==> src/rtl/udiv64_pkg.sv <==
package udiv64_pkg;

    // Fixed width of the payload fields on the ports
    localparam int FIELD_W = 64;

    // Default datapath width (the number of cells in the row)
    localparam int DATA_WIDTH_DEFAULT = 64;

    // Input beat
    typedef struct packed {
        logic [FIELD_W-1:0] dividend;
        logic [FIELD_W-1:0] divisor;
    } t_div_in;

    // Output beat
    typedef struct packed {
        logic [FIELD_W-1:0] quotient;
        logic [FIELD_W-1:0] remainder;
        logic               divide_by_zero;
    } t_div_out;

    // Control broadcast from the sequencer to every cell
    typedef struct packed {
        logic load;   // capture operands, clear partial remainder
        logic step;   // one shift-and-subtract iteration
    } t_cell_ctl;

endpackage

==> src/rtl/udiv64_cell.sv <==
module udiv64_cell
    import udiv64_pkg::*;
(
    input  logic      i_clk,
    input  t_cell_ctl i_ctl,
    input  logic      i_dvd_bit,   // dividend bit loaded into the quotient slot
    input  logic      i_dvs_bit,   // divisor bit
    input  logic      i_rem_in,    // remainder bit from the lower neighbor
    input  logic      i_q_in,      // quotient bit from the lower neighbor
    input  logic      i_borrow,    // borrow from the lower neighbor
    input  logic      i_take,      // trial subtraction fits
    output logic      o_borrow,
    output logic      o_rem,
    output logic      o_q
);

    logic r_rem;
    logic r_q;
    logic r_dvs;
    logic n_rem;
    logic s_diff;

    // One bit of the trial subtract: shifted remainder minus divisor
    assign s_diff   = i_rem_in ^ r_dvs ^ i_borrow;
    assign o_borrow = (~i_rem_in & r_dvs) | (~(i_rem_in ^ r_dvs) & i_borrow);

    // Keep the difference only when the whole row's subtraction fits
    assign n_rem = i_take ? s_diff : i_rem_in;

    always_ff @(posedge i_clk) begin
        if (i_ctl.load) begin
            r_rem <= 1'b0;
            r_q   <= i_dvd_bit;
            r_dvs <= i_dvs_bit;
        end else if (i_ctl.step) begin
            r_rem <= n_rem;
            r_q   <= i_q_in;
        end
    end

    assign o_rem = r_rem;
    assign o_q   = r_q;

endmodule

==> src/rtl/udiv64_row.sv <==
module udiv64_row
    import udiv64_pkg::*;
#(
    parameter int DATA_WIDTH = DATA_WIDTH_DEFAULT
) (
    input  logic                  i_clk,
    input  t_cell_ctl             i_ctl,
    input  logic [DATA_WIDTH-1:0] i_dividend,
    input  logic [DATA_WIDTH-1:0] i_divisor,
    output logic [DATA_WIDTH-1:0] o_quotient,
    output logic [DATA_WIDTH-1:0] o_remainder
);

    logic [DATA_WIDTH-1:0] s_rem;
    logic [DATA_WIDTH-1:0] s_q;
    logic [DATA_WIDTH:0]   s_borrow;
    logic                  s_take;

    assign s_borrow[0] = 1'b0;

    // Fits if the bit shifted out of the top is set, or no borrow leaves the row
    assign s_take = s_rem[DATA_WIDTH-1] | ~s_borrow[DATA_WIDTH];

    // Row of bit cells: remainder and quotient shift up one cell per step
    for (genvar g = 0; g < DATA_WIDTH; g++) begin : g_cell
        logic s_rem_in;
        logic s_q_in;

        if (g == 0) begin : g_low
            // Lowest cell takes the next dividend bit and the new quotient bit
            assign s_rem_in = s_q[DATA_WIDTH-1];
            assign s_q_in   = s_take;
        end else begin : g_mid
            assign s_rem_in = s_rem[g-1];
            assign s_q_in   = s_q[g-1];
        end

        udiv64_cell u_cell (
            .i_clk     (i_clk),
            .i_ctl     (i_ctl),
            .i_dvd_bit (i_dividend[g]),
            .i_dvs_bit (i_divisor[g]),
            .i_rem_in  (s_rem_in),
            .i_q_in    (s_q_in),
            .i_borrow  (s_borrow[g]),
            .i_take    (s_take),
            .o_borrow  (s_borrow[g+1]),
            .o_rem     (s_rem[g]),
            .o_q       (s_q[g])
        );
    end

    assign o_quotient  = s_q;
    assign o_remainder = s_rem;

endmodule

==> src/rtl/unsigned_divider_64.sv <==
// Unsigned divider, 64-bit ports, DATA_WIDTH-bit datapath.
//
// Input channel: i_in_valid / o_in_ready with i_in_data (dividend, divisor).
// Output channel: o_out_valid / i_out_ready with o_out_data (quotient,
// remainder, divide_by_zero). A beat moves when valid and ready are both high.
// Operand bits above DATA_WIDTH are ignored; result bits above it are zero.
//
// One item at a time. After an input beat the row of DATA_WIDTH bit cells
// runs DATA_WIDTH shift-and-subtract steps, one per cycle, then the result
// is written to the output register. o_in_ready rises in the same cycle as
// o_out_valid, so the next item is accepted only after the last one has
// finished its steps in the one-bit-per-cycle iteration of the cell row.
// A zero divisor gives a quotient of all ones, a remainder of zero and
// divide_by_zero set, with the same timing.
// The output register holds its beat while i_out_ready is low; a new item can
// be accepted and computed meanwhile, and it waits at the end of its steps
// until the output register is free.
// Reset (i_rst_n low, synchronous) drops o_out_valid and returns to idle.
module unsigned_divider_64
    import udiv64_pkg::*;
#(
    parameter int DATA_WIDTH = DATA_WIDTH_DEFAULT
) (
    input  logic     i_clk,
    input  logic     i_rst_n,
    input  logic     i_in_valid,
    output logic     o_in_ready,
    input  t_div_in  i_in_data,
    output logic     o_out_valid,
    input  logic     i_out_ready,
    output t_div_out o_out_data
);

    localparam int CNT_W = $clog2(DATA_WIDTH + 1);

    typedef enum logic {
        S_IDLE,
        S_RUN
    } t_state;

    t_state                r_state;
    logic [CNT_W-1:0]      r_cnt;
    logic                  r_dbz;
    logic                  r_out_valid;
    t_div_out              r_out;

    t_cell_ctl             s_ctl;
    logic                  s_in_beat;
    logic                  s_done;
    logic [DATA_WIDTH-1:0] s_quotient;
    logic [DATA_WIDTH-1:0] s_remainder;

    assign o_in_ready  = (r_state == S_IDLE);
    assign s_in_beat   = i_in_valid && o_in_ready;
    // Last step finished and the output register can take the result
    assign s_done      = (r_state == S_RUN) && (r_cnt == '0) &&
                         (!r_out_valid || i_out_ready);

    assign s_ctl.load  = s_in_beat;
    assign s_ctl.step  = (r_state == S_RUN) && (r_cnt != '0);

    udiv64_row #(
        .DATA_WIDTH (DATA_WIDTH)
    ) u_row (
        .i_clk       (i_clk),
        .i_ctl       (s_ctl),
        .i_dividend  (i_in_data.dividend[DATA_WIDTH-1:0]),
        .i_divisor   (i_in_data.divisor[DATA_WIDTH-1:0]),
        .o_quotient  (s_quotient),
        .o_remainder (s_remainder)
    );

    // Sequencer and output register
    always_ff @(posedge i_clk) begin
        if (!i_rst_n) begin
            r_state     <= S_IDLE;
            r_cnt       <= '0;
            r_out_valid <= 1'b0;
        end else begin
            unique case (r_state)
                S_IDLE: begin
                    if (s_in_beat) begin
                        r_state <= S_RUN;
                        r_cnt   <= CNT_W'(DATA_WIDTH);
                        r_dbz   <= (i_in_data.divisor[DATA_WIDTH-1:0] == '0);
                    end
                end
                S_RUN: begin
                    if (r_cnt != '0) begin
                        r_cnt <= r_cnt - CNT_W'(1);
                    end else if (s_done) begin
                        r_state <= S_IDLE;
                    end
                end
                default: r_state <= S_IDLE;
            endcase

            if (s_done) begin
                r_out_valid <= 1'b1;
            end else if (i_out_ready) begin
                r_out_valid <= 1'b0;
            end
        end

        // Result payload, no reset needed
        if (s_done) begin
            r_out.divide_by_zero <= r_dbz;
            r_out.quotient       <= r_dbz ? FIELD_W'({DATA_WIDTH{1'b1}})
                                          : FIELD_W'(s_quotient);
            r_out.remainder      <= r_dbz ? '0 : FIELD_W'(s_remainder);
        end
    end

    assign o_out_valid = r_out_valid;
    assign o_out_data  = r_out;

    // No second item enters while one is in the row
    a_one_item: assert property (@(posedge i_clk) disable iff (!i_rst_n)
        s_in_beat |=> !o_in_ready)
        else $error("input accepted while busy");

    // A new result only appears at the end of a run
    a_rise_from_run: assert property (@(posedge i_clk) disable iff (!i_rst_n)
        $rose(o_out_valid) |-> $past(r_state == S_RUN) && $past(r_cnt == '0))
        else $error("result produced outside the end of a run");

    // The row keeps iterating until its step count runs out
    a_run_holds: assert property (@(posedge i_clk) disable iff (!i_rst_n)
        (r_state == S_RUN && r_cnt != '0) |=> (r_state == S_RUN))
        else $error("run left before all steps were done");

    // Divide by zero reports the defined result
    a_dbz_result: assert property (@(posedge i_clk) disable iff (!i_rst_n)
        (o_out_valid && o_out_data.divide_by_zero) |->
            (o_out_data.remainder == '0) &&
            (o_out_data.quotient == FIELD_W'({DATA_WIDTH{1'b1}})))
        else $error("wrong divide-by-zero result");

    // Results never carry bits above the datapath width
    a_result_width: assert property (@(posedge i_clk) disable iff (!i_rst_n)
        o_out_valid |->
            (o_out_data.quotient  == FIELD_W'(o_out_data.quotient[DATA_WIDTH-1:0])) &&
            (o_out_data.remainder == FIELD_W'(o_out_data.remainder[DATA_WIDTH-1:0])))
        else $error("result wider than the datapath");

endmodule

==> config.mk <==
export PLATFORM = sky130hd
export DESIGN_NAME = unsigned_divider_64
export DESIGN_NICKNAME = d
export VERILOG_FILES = /design/src/rtl/udiv64_pkg.sv /design/src/rtl/udiv64_cell.sv /design/src/rtl/udiv64_row.sv /design/src/rtl/unsigned_divider_64.sv
export SDC_FILE = /design/constraint.sdc
export NUM_CORES = 1
export LEC_CHECK = 0
export ABC_AREA = 1
export CAP_MARGIN = 20
export CORE_MARGIN = 1
export CORE_UTILIZATION = 50
export CTS_CLUSTER_SIZE = 20
export DETAILED_ROUTE_END_ITERATION = 6
export DONT_BUFFER_PORTS = 1
export GPL_ROUTABILITY_DRIVEN = 0
export GPL_TIMING_DRIVEN = 0
export PLACE_DENSITY = 0.68
export SYNTH_ARGS = -nofsm -noshare
export SYNTH_HDL_FRONTEND = slang
export SYNTH_HIERARCHICAL = 1
export SYNTH_SLANG_ARGS = --single-unit
==> constraint.sdc <==
create_clock -name i_clk -period 24.9 [get_ports i_clk]
set_clock_uncertainty 0.15 [all_clocks]
set_input_delay 1.245 -clock i_clk [delete_from_list [all_inputs] [get_ports i_clk]]
set_output_delay 1.245 -clock i_clk [all_outputs]
set_load 0.005 [all_outputs]
==> metrics.md, run 1 <==
| Metric | Value |
|---|---|
| Buf+Inv Stages, Crit Path | `71` |
| Clock transition at path regs | `60 ps` |
| Slew Limit Fails | `0` |
| Count of different cell masters after synthesis | `29` |
| Total CTS buffers | `38` |
| Switching Fraction | `32.5%` |
| Worst Setup Path Type | `flop to flop` |
| # nets final | `1916` |
| Primary FF master, synth | `edfxtp_1` |
| Yosys reg bits | `331` |
| Overall Global Routing Usage | `19.0%` |
| FMAX | `roughly 0.043 GHz` |
| Internal | `1450 uW` |
| Effective utilization at floorplan | `50.8%` |
| Fin crit share | `94.5%` |
| Crit path launch type | `flop` |
| Clock sink count | `roughly 330` |
| Final-report hold violation count | `0` |
| H-tree levels | `2` |
| Unrepaired setup endpoints after global routing | `false` |
| Largest family of logic cells by synthesized area | `simple AND/OR/NAND/NOR gates` |
| Total of max-cap violations | `0` |
| Worst path required time | `25160 ps` |
| Inst Count DP | `about 2100` |
| Setup violations, final | `0` |
| Number of vias per cell | `4.67` |
| Worst R2R Setup Slack | `1370 ps` |
| Maximum number of pins on one net before global-route repair | `153` |
| Mean routed wirelength per cell | `15.5 microns` |
| HPWL Detailed | `roughly 22 mm` |
| Cell family with most CP delay | `adder cells` |
| Die Span Y | `184 microns` |
| Post-Synth XOR/XNOR Area | `0.0530%` |
| Area of the multi-input gates | `between 5000 and 6000 sq um` |
| Die width | `184 microns` |
| Post-synth top area cell | `edfxtp_1` |
| First-pass GRT wire length | `50.0 mm` |
| Comb pwr share | `32.5%` |
| Sequential Power Share | `40.9%` |
| Post-synthesis sequential area ratio | `between 50% and 60%` |
| Synthesized area | `approximately 17000 sq um` |
| Vias in the first global route | `9942` |
| Synth Warn # | `6` |
| I/O pin total | `263` |
| Commonest non-fill, non-tap cell in the layout | `inv_1` |
| Simple-gate share of the synthesized area | `17.6%` |
| Crit Path Max Fanout | `11` |
| Initial antenna violation count | `1` |
| Run status | `finished clean` |
| Root Driver | `clkbuf_16` |
| Post-synth EDFFs | `258` |
| Slew headroom | `between 30% and 40%` |
| Drt drc | `0` |
| DR vias | `10228` |
| Post-synth ARST share | `0%` |
| CTS tree | `done` |
| Syn avg cell area | `9.97 sq um` |
| Synth Area in Compound Gates | `4.79%` |
| Hold Path Class | `flop to flop` |
| Seq. cell area | `9210 sq um` |
| Static Leak | `0.00799 uW` |
| Share of cells above drive strength 1 | `between 20 and 25%` |
| First-pass DRT Iterations | `5` |
| CTS Buffer Depth | `3` |
| Post-Synth Adder-Cell Area | `7.83%` |
| Most frequent CP cell | `inv_1` |
| DR iter-0 viols | `roughly 600` |
| Fin cells | `around 2200` |
| Filler Cell Count | `about 2800` |
| Routed Antenna Nets | `0` |
| Syn Inst Count | `1656` |
| Switch Pwr | `700 uW` |
| PwrDens | `114 nW/um^2` |
| CP peak stage delay | `450 ps` |
| Worst Path Arrival | `23790 ps` |
| Commonest cells after routing, fill and taps aside | `341 x inv_1, 274 x nand2_1, 258 x edfxtp_1` |
| Mux contribution to synthesized area | `0%` |
| VDD IR max | `~0.00014 V` |
| GRT Residual Overflow | `0` |
| Ranking of synthesized cells by area | `edfxtp_1 47%, dfxtp_1 8.8%, inv_1 7.8%` |
| Standard-cell rows | `66` |
| Worst skew pair latency | `520 ps` |
| Number of port buffers | `0` |
| Hold-fix buffers, CTS | `0` |
| Die Area | `33800 sq um` |
| Yosys top cell area share | `46.9%` |
| Layout area overhead | `14.4%` |
| Fin util | `58.1%` |
| Core area | `32500 sq um` |
| Syn Nets | `1853` |
| Slowest CP cell | `edfxtp_1` |
| Slew at the pin closest to its max-slew limit | `about 910 ps` |
| Minimum clock period | `23530 ps` |
| Clk pwr share | `26.7%` |
| DRT Wirelength | `around 34 mm` |
| Setup crit end kind | `flop` |
synth_stat cells (2+ instances only):
cell / number
clkbuf_1: 9
buf_4: 127
inv_2: 2
nand2_1: 275
nand3_1: 42
o21ai_0: 37
a21oi_2: 30
fa_1: 64
nand4_1: 9
dfxtp_1: 73
o21ai_1: 58
nor2_2: 37
or2_2: 64
inv_1: 343
nor2_1: 143
buf_2: 4
or2_1: 64
edfxtp_1: 258
a21oi_1: 7
final timing paths:
kind	startpoint	endpoint	depth (start not counted)
worst min register to register	r_dbz	o_out_data[0]	0
worst max register to register	u_row/g_cell[63].u_cell/o_q	u_row/g_cell[40].u_cell/o_rem	139
worst min-delay path	r_dbz	o_out_data[0]	0
worst max-delay path	u_row/g_cell[63].u_cell/o_q	u_row/g_cell[40].u_cell/o_rem	139
area by class of cell:
type	count	share of cell area, %
diodes	1	0.0132
repair buffers	20	2.01
clock buffers	59	5.95
plain buffers	141	5.35
inverters	345	6.93
flip-flops and latches	331	48.7
clock inverters	9	0.894
multi-input cells	842	27.2
well taps	442	2.93
registers in the layout, summed over array words and instances, names as in the netlist:
name / count
o_out_valid: 1
u_row/g_cell.u_cell/o_rem: 64
r_cnt: 7
u_row/g_cell.u_cell/o_q: 64
r_dbz: 1
o_out_data: 129
u_row/g_cell.u_cell/r_dvs: 64
r_state: 1
routing by layer:
metal / wire length, microns / vias to the layer above / GRT usage, %
met5: 0 / - / 0
met4: 1150 / 0 / 7.67
met3: 2280 / 67 / 5.51
met2: 16300 / 279 / 31.5
met1: 14200 / 4745 / 23.3
li1: - / 5137 / -
timing repair:
action,in CTS,in global routing
setup endpoints to repair,0,65
buffers inserted,0,4
resized for setup,0,35
power by group through the flow:
| stage | clock, uW | sequential [uW] | combinational, uW |
|---|---|---|---|
| 2_1_floorplan | 0 | 873 | 532 |
| 3_3_place_gp | 0 | 909 | 638 |
| 3_5_place_dp | 0 | 892 | 643 |
| 4_1_cts | 588 | 882 | 646 |
| 5_1_grt | 608 | 900 | 794 |
| 6_report | 574 | 880 | 699 |
logic make-up (layout without fill, tap and decap cells):
logic type / count (synthesis) / count (layout)
adder cells (fa/ha/maj): 65 / 65
XOR/XNOR: 1 / 1
buffers and inverters: 486 / 574
AO/OA/AOI/OAI: 134 / 134
AND/OR/NAND/NOR: 638 / 641
other: 1 / 2
flip-flops: 331 / 331
through the flow:
step	total power [uW]	setup slack [ps]	setup TNS, ps	hold slack (ps)	instance area [sq um]
3_5_place_dp	1530	737	0	305	17300
4_1_cts	2120	624	0	316	18600
5_1_grt	2300	0.988	0	335	18900
2_1_floorplan	1400	918	0	292	16500
6_report	2150	1370	0	320	18900
3_3_place_gp	1550	-1480	-82850	305	17100
Power figures use the tool's default switching activity.
==> inputs of run 2 (changes only) <==
--- a/config.mk
+++ b/config.mk
@@ -14,7 +14,10 @@
 export DONT_BUFFER_PORTS = 1
 export GPL_ROUTABILITY_DRIVEN = 0
 export GPL_TIMING_DRIVEN = 0
+export MAX_ROUTING_LAYER = met4
 export PLACE_DENSITY = 0.68
+export REMOVE_ABC_BUFFERS = 1
+export SLEW_MARGIN = 20
 export SYNTH_ARGS = -nofsm -noshare
 export SYNTH_HDL_FRONTEND = slang
 export SYNTH_HIERARCHICAL = 1
==> run 2 against run 1 <==
Effect of this change:
- cell count is 6.2% lower
- combinational power fell by 11%
- via count is 4.1% lower
- critical path type unchanged
- largest cell class unchanged
==> metrics.md, run 2 (synthesis results as in run 1) <==
| Metric | Value |
|---|---|
| Minimum clock period | `23640 ps (+113 ps)` |
| Hold Path Class | `flop to flop` |
| Worst skew pair latency | `510 ps (about the same)` |
| Maximum number of pins on one net before global-route repair | `130 (-15%)` |
| Max FFs per register | `129 (unchanged)` |
| CP peak stage delay | `470 ps (+20 ps)` |
| Core area | `32500 sq um (unchanged)` |
| CTS Buffer Depth | `3 (unchanged)` |
| Met1 global-route usage | `22.5% (-0.83 points)` |
| Slew at the pin closest to its max-slew limit | `750 ps (-155 ps)` |
| Worst Setup Path Type | `flop to flop` |
| FMAX | `0.0423 GHz (-0.48%)` |
| I/O pin total | `263 (unchanged)` |
| Die Area | `33800 sq um (unchanged)` |
| Mean routed wirelength per cell | `15.9 microns (+2.6%)` |
| GR Layer Usage met3 | `5.63% (+0.12 points)` |
| Crit Path Max Fanout | `17 (+6)` |
| Total CTS buffers | `38 (unchanged)` |
| Design area | `18000 sq um (-4.5%)` |
| PwrDens | `114 nW/um^2 (+0.42%)` |
| Final Worst Setup Slack | `1260 ps (-113 ps)` |
| H-tree levels | `2 (unchanged)` |
| Setup violations, final | `0 (unchanged)` |
| First-pass DRT Iterations | `5 (unchanged)` |
| Layout area overhead | `9.29%` |
| Most frequent CP cell | `inv_1` |
| Placement Setup Slack | `488 ps (-249 ps)` |
| # nets final | `1781 (-7.0%)` |
| Gr busiest metal | `met2` |
| Drt drc | `0 (unchanged)` |
| Root Driver | `clkbuf_16` |
| Number of port buffers | `0 (unchanged)` |
| Unrepaired setup endpoints after global routing | `false` |
| Crit path launch type | `flop` |
| Vias in the first global route | `9428 (-5.2%)` |
| Standard-cell rows | `66 (unchanged)` |
| Setup crit end kind | `flop` |
| Overall Global Routing Usage | `18.7% (-0.35 points)` |
| Setup TNS | `0 ps (unchanged)` |
| Effective utilization at floorplan | `50.8% (unchanged)` |
| Die Span Y | `184 microns (unchanged)` |
| HPWL Detailed | `21.1 mm (-2.2%)` |
| Commonest cells after routing, fill and taps aside | `341 x inv_1, 274 x nand2_1, 258 x edfxtp_1` |
| DRT Wirelength | `32.7 mm (-3.8%)` |
| Worst path required time | `25130 ps (-30 ps)` |
| Commonest non-fill, non-tap cell in the layout | `inv_1` |
| Slowest CP cell | `edfxtp_1` |
| Clock sink count | `331 (unchanged)` |
| CTS tree | `done` |
| Slew headroom | `49.9% (+10 points)` |
| Run status | `finished clean` |
| Routed Antenna Nets | `0 (unchanged)` |
| Static Leak | `0.00740 uW (-7.4%)` |
| Placed cell area | `16500 sq um (-4.7%)` |
| GRT Residual Overflow | `0 (unchanged)` |
| Number of vias per cell | `4.78 (+2.3%)` |
| VDD IR max | `0.0000703 V (-49%)` |
| Worst Path Arrival | `23870 ps (+80 ps)` |
| Total of max-cap violations | `0 (unchanged)` |
| DR iter-0 viols | `565 (-8.3%)` |
| Clock transition at path regs | `60 ps (about the same)` |
| First-pass GRT wire length | `48.5 mm (-3.1%)` |
| Total power | `2070 uW (-4.1%)` |
| Final-report hold violation count | `0 (unchanged)` |
| Initial antenna violation count | `0 (-1)` |
| Met2 GRT Util | `30.9% (-0.59 points)` |
| DR vias | `9810 (-4.1%)` |
| Die width | `184 microns (unchanged)` |
| Fin crit share | `94.9% (+0.46 points)` |
| Slew Limit Fails | `0 (unchanged)` |
| Number of diodes | `0 (-1)` |
| Share of cells above drive strength 1 | `15.9% (-5.6 points)` |
==> run 2: changes by cell type in the layout (fill, tap and decap cells not counted), sizes merged <==
cell,delta
buf,-125
clkbuf,-17
clkinv,+5
diode,-1
inv,+2
==> run 2: area by class of cell <==
cell class	instances	area (sq um)
clock buffer	52	1050
clock inverter	16	213
fill	2818	14500
inverter	345	1310
multi-input combinational	842	5160
sequential	331	9210
tap	442	553
timing repair buffer	26	544
==> run 2: per-layer routing <==
metal  wire length, microns  share of wire (%)
met5                      0                  0
met4                    503                1.5
met3                   2310                7.1
met2                  16200                 50
met1                  13700                 42
==> run 2: worst max-delay path: cells and delay by family (launching register included) <==
kind                       cells  cell delay [ps]
AOI/OAI and AO/OA              2              250
adders and majority gates     64            18540
buffers and inverters         70             3900
DFF                            1              470
and+or+nand+nor                1              150
==> run 2: what timing repair did <==
action,CTS,global route
buffers inserted,0,3
endpoints found under the setup margin,0,65
hold buffers,0,0
resized for setup,0,39
==> run 2: worst paths after layout <==
path	cells past startpoint	start	endpoint	slack, ps
min reg2reg	2	r_cnt[1]	r_cnt[1]	350
max	137	u_row/g_cell[63].u_cell/o_q	u_row/g_cell[56].u_cell/o_rem	1260
max reg2reg	137	u_row/g_cell[63].u_cell/o_q	u_row/g_cell[56].u_cell/o_rem	1260
min	2	r_cnt[1]	r_cnt[1]	350
==> run 2: stage by stage <==
| stage | hold slack, ps | cells | util (%) |
|---|---|---|---|
| final | 351 | 2054 | 55.5 |
| after global routing | 379 | 2054 | 55.5 |
| after floorplan | 320 | 1515 | - |
| after CTS | 354 | 2043 | 54.6 |
| after global placement | 337 | 1957 | 49.4 |
| after detailed placement | 345 | 1975 | 50.7 |
==> run 2: power by group <==
part	internal (uW)	total, uW	switching [uW]
Combinational	242	621	379
Sequential	784	879	94.9
Clock	349	565	216
Total	1380	2070	690
